### src/rtl/pse_pkg.sv
package pse_pkg;

  localparam int VALUE_W = 32;
  localparam int FLIP_W  = 7;

  typedef enum logic [2:0] {
    ST_LOAD,
    ST_SCAN,
    ST_DECIDE,
    ST_FLIP_RD,
    ST_FLIP_WLO,
    ST_FLIP_WHI,
    ST_EMIT_RD,
    ST_EMIT_OUT
  } state_t;

endpackage

### src/rtl/pancake_sort_engine_top.sv
// load: item_ready is high in ST_LOAD; after the final value the sort runs, then each result
//   is read and held on the output until it transfers; sort: per prefix p a pipelined max scan
//   and a decide step, and per reversal a read and then paired writes on the single write port
// sets: one set at a time, no new value is taken until the last result of a set transfers
// reset: rst (synchronous) clears the value and flip counts, flags and state; the value store is not cleared
module pancake_sort_engine_top import pse_pkg::*; #(
  parameter int CAPACITY = 16
) (
  input  logic                      clk,
  input  logic                      rst,
  input  logic                      item_valid,
  output logic                      item_ready,
  input  logic signed [VALUE_W-1:0] item_value,
  input  logic                      is_final,
  output logic                      result_valid,
  input  logic                      result_ready,
  output logic signed [VALUE_W-1:0] sorted_value,
  output logic                      end_of_set,
  output logic [FLIP_W-1:0]         flip_total,
  output logic                      overflowed
);

  localparam int AW = (CAPACITY > 1) ? $clog2(CAPACITY) : 1;
  localparam int CW = $clog2(CAPACITY + 1);

  state_t state, state_next;

  logic [VALUE_W-1:0] mem [CAPACITY];
  logic [VALUE_W-1:0] rd_a, rd_b;
  logic               rd_en;
  logic [AW-1:0]      addr_a, addr_b;
  logic               we;
  logic [AW-1:0]      waddr;
  logic [VALUE_W-1:0] wdata;

  logic [CW-1:0]      count;
  logic [FLIP_W-1:0]  flips;
  logic               dropped;
  logic [CW-1:0]      plen;
  logic [CW-1:0]      scan_idx;
  logic               cmp_valid;
  logic [AW-1:0]      cmp_idx;
  logic [VALUE_W-1:0] best;
  logic [AW-1:0]      best_idx;
  logic [AW-1:0]      lo, hi;
  logic               second_flip;
  logic [AW-1:0]      emit_idx;

  logic               in_xfer, out_xfer;
  logic               has_room;
  logic [CW-1:0]      count_after;
  logic [CW-1:0]      plen_m1;
  logic [AW-1:0]      last_idx;
  logic               scan_issue, scan_done;
  logic               more_pairs;

  assign in_xfer     = item_valid && item_ready;
  assign out_xfer    = result_valid && result_ready;
  assign has_room    = count < CW'(CAPACITY);
  assign count_after = has_room ? count + 1'b1 : count;
  assign plen_m1     = plen - 1'b1;
  assign last_idx    = AW'(count - 1'b1);
  assign scan_issue  = scan_idx < plen;
  assign scan_done   = cmp_valid && (cmp_idx == AW'(plen_m1));
  assign more_pairs  = ({1'b0, lo} + (AW+1)'(2)) < {1'b0, hi};

  // store: two registered read ports, one write port; flips never read an entry being written
  always_ff @(posedge clk) begin
    if (we) begin
      mem[waddr] <= wdata;
    end
    if (rd_en) begin
      rd_a <= mem[addr_a];
      rd_b <= mem[addr_b];
    end
  end

  always_comb begin
    state_next = state;
    unique case (state)
      ST_LOAD: begin
        if (in_xfer && is_final) begin
          state_next = (count_after > CW'(1)) ? ST_SCAN : ST_EMIT_RD;
        end
      end
      ST_SCAN: begin
        if (scan_done) begin
          state_next = ST_DECIDE;
        end
      end
      ST_DECIDE: begin
        if (best_idx != AW'(plen_m1)) begin
          state_next = ST_FLIP_RD;
        end else if (plen_m1 > CW'(1)) begin
          state_next = ST_SCAN;
        end else begin
          state_next = ST_EMIT_RD;
        end
      end
      ST_FLIP_RD:  state_next = ST_FLIP_WLO;
      ST_FLIP_WLO: state_next = ST_FLIP_WHI;
      ST_FLIP_WHI: begin
        if (more_pairs) begin
          state_next = ST_FLIP_WLO;
        end else if (second_flip) begin
          state_next = ST_FLIP_RD;
        end else if (plen_m1 > CW'(1)) begin
          state_next = ST_SCAN;
        end else begin
          state_next = ST_EMIT_RD;
        end
      end
      ST_EMIT_RD: state_next = ST_EMIT_OUT;
      ST_EMIT_OUT: begin
        if (out_xfer) begin
          state_next = end_of_set ? ST_LOAD : ST_EMIT_RD;
        end
      end
      default: state_next = ST_LOAD;
    endcase
  end

  always_comb begin
    item_ready   = 1'b0;
    result_valid = 1'b0;
    rd_en        = 1'b0;
    addr_a       = lo;
    addr_b       = hi;
    we           = 1'b0;
    waddr        = lo;
    wdata        = rd_b;
    unique case (state)
      ST_LOAD: begin
        item_ready = 1'b1;
        we         = in_xfer && has_room;
        waddr      = AW'(count);
        wdata      = item_value;
      end
      ST_SCAN: begin
        rd_en  = scan_issue;
        addr_a = AW'(scan_idx);
      end
      ST_FLIP_RD: begin
        rd_en = 1'b1;
      end
      ST_FLIP_WLO: begin
        we    = 1'b1;
        waddr = lo;
        wdata = rd_b;
      end
      ST_FLIP_WHI: begin
        we     = 1'b1;
        waddr  = hi;
        wdata  = rd_a;
        // fetch the next pair while the high entry is written back
        rd_en  = more_pairs;
        addr_a = lo + 1'b1;
        addr_b = hi - 1'b1;
      end
      ST_EMIT_RD: begin
        rd_en  = 1'b1;
        addr_a = emit_idx;
      end
      ST_EMIT_OUT: begin
        result_valid = 1'b1;
      end
      default: ;
    endcase
  end

  assign sorted_value = rd_a;
  assign end_of_set   = emit_idx == last_idx;
  assign flip_total   = flips;
  assign overflowed   = dropped;

  always_ff @(posedge clk) begin
    if (rst) begin
      state       <= ST_LOAD;
      count       <= '0;
      flips       <= '0;
      dropped     <= 1'b0;
      cmp_valid   <= 1'b0;
      second_flip <= 1'b0;
    end else begin
      state     <= state_next;
      cmp_valid <= (state == ST_SCAN) && scan_issue;
      unique case (state)
        ST_LOAD: begin
          if (in_xfer) begin
            count <= count_after;
            if (!has_room) begin
              dropped <= 1'b1;
            end
            plen     <= count_after;
            scan_idx <= '0;
            emit_idx <= '0;
          end
        end
        ST_SCAN: begin
          if (scan_issue) begin
            scan_idx <= scan_idx + 1'b1;
          end
          cmp_idx <= AW'(scan_idx);
          if (cmp_valid && (cmp_idx == '0 || $signed(rd_a) > $signed(best))) begin
            best     <= rd_a;
            best_idx <= cmp_idx;
          end
        end
        ST_DECIDE: begin
          lo       <= '0;
          scan_idx <= '0;
          emit_idx <= '0;
          if (best_idx == AW'(plen_m1)) begin
            plen <= plen_m1;
          end else if (best_idx != '0) begin
            hi          <= best_idx;
            second_flip <= 1'b1;
            flips       <= flips + 1'b1;
          end else begin
            hi          <= AW'(plen_m1);
            second_flip <= 1'b0;
            flips       <= flips + 1'b1;
          end
        end
        ST_FLIP_WHI: begin
          scan_idx <= '0;
          emit_idx <= '0;
          if (more_pairs) begin
            lo <= lo + 1'b1;
            hi <= hi - 1'b1;
          end else if (second_flip) begin
            lo          <= '0;
            hi          <= AW'(plen_m1);
            second_flip <= 1'b0;
            flips       <= flips + 1'b1;
          end else begin
            plen <= plen_m1;
          end
        end
        ST_EMIT_OUT: begin
          if (out_xfer) begin
            if (end_of_set) begin
              count   <= '0;
              flips   <= '0;
              dropped <= 1'b0;
            end else begin
              emit_idx <= emit_idx + 1'b1;
            end
          end
        end
        default: ;
      endcase
    end
  end

endmodule

### config.mk
export PLATFORM = sky130hd
export DESIGN_NAME = pancake_sort_engine_top
export DESIGN_NICKNAME = d
export VERILOG_FILES = /design/src/rtl/pse_pkg.sv /design/src/rtl/pancake_sort_engine_top.sv
export SDC_FILE = /design/constraint.sdc
export NUM_CORES = 1
export LEC_CHECK = 0
export BUFFER_PORTS_ARGS = -buffer_cell sky130_fd_sc_hd__buf_2
export CAP_MARGIN = 20
export CORE_MARGIN = 1.5
export CORE_UTILIZATION = 30
export CTS_CLUSTER_DIAMETER = 80
export DETAILED_ROUTE_END_ITERATION = 8
export HOLD_SLACK_MARGIN = 0.05
export PLACE_DENSITY_LB_ADDON = 0.05
export RECOVER_POWER = 25
export SYNTH_ARGS = -nofsm -noshare
export SYNTH_HDL_FRONTEND = slang
export SYNTH_SLANG_ARGS = --single-unit
### constraint.sdc
create_clock -name clk -period 8.6 [get_ports clk]
set_input_delay 2.58 -clock clk [delete_from_list [all_inputs] [get_ports clk]]
set_output_delay 2.58 -clock clk [all_outputs]
set_load 0.01 [all_outputs]
==> results.json <==
{
  "grt_overflow": 0,
  "p_per_area_nw_per_um2": 336.6,
  "setup_slack_ns": 1.999,
  "drt-pass1-iter-count": 6,
  "cts_root_buf": "clkbuf_16",
  "layout.nets": 2419,
  "route.vias.total": 20220,
  "fin_crit_ns": 6.601,
  "cts_setup_buffers": 0,
  "pre_cts_slack_ns": 3.221,
  "synth_area_um2": 31610,
  "synth_top_area_share": 0.6061,
  "crit_type": "reg2reg",
  "placementRows": 118,
  "yosysWarnings": 0,
  "ys_ff_latch": 656,
  "syn_nets": 2362,
  "cts_sinks": 656,
  "final-setup-viol-count": 0,
  "clockBufferDepth": 3,
  "async_reset_ff_frac": 0,
  "grt_start_max_net_pins": 102,
  "stdcell_count": 3769,
  "grt_pass1_vias": 20370,
  "outcome": "complete, no violations",
  "area_growth_pct": 13.60,
  "die_area_um2": 107300,
  "yosysTopAreaCell": "edfxtp_1",
  "dpl.hpwl_um": 72060,
  "max_freq_ghz": 0.1515,
  "drc": 0,
  "fin_tns_setup_ns": 0,
  "drt-total-wl_um": 112500,
  "slew_headroom": 0.1661,
  "layout-drive-gt1-share": 0.1158,
  "die_w_um": 327.6,
  "wl_per_cell_um": 29.86,
  "netlist_instances": 2274,
  "grt_antenna_before_repair": 3,
  "synth_edf_count": 638,
  "ios": 80,
  "post_cts_resized": 0,
  "cp_max_fo": 32,
  "hold_buffers": 0,
  "fin_skew_ns": 0.01951,
  "ys_seq_area_frac": 0.6175,
  "clk_pin_slew_ns": 0.06,
  "drv_slew": 0,
  "postRouteAntennaNets": 0,
  "crit_required_ns": 8.92,
  "final_common_cell": "edfxtp_1",
  "cts_made_buffers": 79,
  "avgViaCountPerCell": 5.365,
  "tightest_slew_ns": 1.251,
  "post-route-period-util": 0.7675,
  "tritoncts": "built",
  "synth_cell_type_count": 70,
  "arrival_ns": 6.92,
  "port_buffers": 79,
  "hold_slack_ns": 0.4776,
  "track_usage": 0.2075,
  "ir_drop_mv": 0.1212,
  "cts_htree_levels": 3,
  "hold_viol_final": 0,
  "cp-start-kind": "flop",
  "synth_area_leaders": "edfxtp_1, mux2i_1, o22ai_1",
  "start_util": 0.3041,
  "fill_cells": 10090,
  "ys.flop_type": "edfxtp_1",
  "final_cell_mix": "edfxtp_1, mux2i_1, o22ai_1",
  "worstSkewPairLatency_ns": 0.63,
  "core_area_um2": 103900,
  "critPathCaptureType": "flop",
  "routabilityCongestion": 0.8114,
  "total_power_uw": 12090,
  "drv_cap": 0,
  "power_leakage_uw": 0.01315,
  "grt_first_pass_wirelength_um": 157700,
  "dp_cells": 3630,
  "rsz0062_at_grt": "no",
  "first_iter_violations": 1890,
  "die_y_um": 327.6,
  "syn_area_per_cell_um2": 13.90,
  "min_path_type": "reg2reg"
}
[state kept, by name, indices dropped and copies added, names as in the netlist]
signal,count
cmp_idx,4
mem,512
lo,4
best,32
second_flip,1
overflowed,1
flip_total,7
sorted_value,32
cmp_valid,1
best_idx,4
count,5
scan_idx,5
emit_idx,4
state,3
hi,4
rd_b,32
plen,5
[per-layer routing]
| layer | global-route usage | up-vias | part of all wire |
|---|---|---|---|
| li1 | - | 9069 | - |
| met1 | 0.3153 | 10430 | 0.50 |
| met2 | 0.2967 | 604 | 0.42 |
| met3 | 0.04614 | 115 | 0.069 |
| met4 | 0.04992 | 6 | 0.018 |
| met5 | 0 | - | 0.00036 |
[report_power, final]
group	switching [uW]	internal, uW
registers	409	4560
clock network	1320	1770
logic	2790	1240
total	4520	7570
[kinds of logic after synthesis]
family                   synth area share
flip-flops                         0.6175
XOR/XNOR                          0.01001
AND/OR/NAND/NOR                   0.05585
AO/OA/AOI/OAI                      0.1043
buffers and inverters             0.02937
adder cells (fa/ha/maj)           0.02019
multiplexers                       0.1628
[final timing paths]
path	from	end	slack, ns	depth (start not counted)
worst min-delay path	flip_total[6]	flip_total[6]	0.48	1
worst max register to register	state[2]	rd_b[4]	2.00	11
worst min register to register	flip_total[6]	flip_total[6]	0.48	1
worst max-delay path	state[2]	rd_b[4]	2.00	11
[synthesized netlist by cell type, drive strengths merged (3+ instances only)]
master,number
a211oi,5
a21o,12
a21oi,66
a221o,3
a221oi,37
a22o,31
a22oi,94
a31oi,6
and2,6
and3,38
and4,3
buf,97
clkbuf,53
dfxtp,18
edfxtp,638
ha,51
inv,53
mux2i,513
nand2,111
nand2b,18
nand3,20
nand3b,5
nand4,4
nor2,95
nor2b,6
nor3,45
nor3b,5
nor4,4
o21ai,31
o221ai,4
o22ai,133
o41ai,3
xnor2,18
xor2,13
[layout make-up]
class	count	area [um2]	share of cell area
Sequential cell	656	19520	0.5435
Multi-Input combinational cell	1414	11380	0.3169
Clock buffer	101	2059	0.05735
Tap cell	1380	1727	0.04808
Timing Repair Buffer	126	775.7	0.02160
Clock inverter	33	235.2	0.006550
Inverter	54	202.7	0.005644
Antenna cell	5	12.51	0.0003484
[per-stage QoR]
stage	area [um2]	util
after floorplan	31610	-
after global placement	33630	0.3236
after detailed placement	33670	0.3240
after CTS	35970	0.3460
after global routing	35900	0.3454
final	35910	0.3455
[worst max-delay path: stages, from the launching register on]
cell and delay [ns]:
dfxtp_1 0.31, clkbuf_1 0.91, nand3b_1 0.56, inv_1 1.07
buf_4 0.61, nand2_1 0.13, xnor2_1 0.52, nand2b_4 0.43
buf_4 0.60, o22ai_1 0.18, nor3_1 0.78, a21oi_1 0.10
No activity file was read; power rests on OpenSTA's default activity.
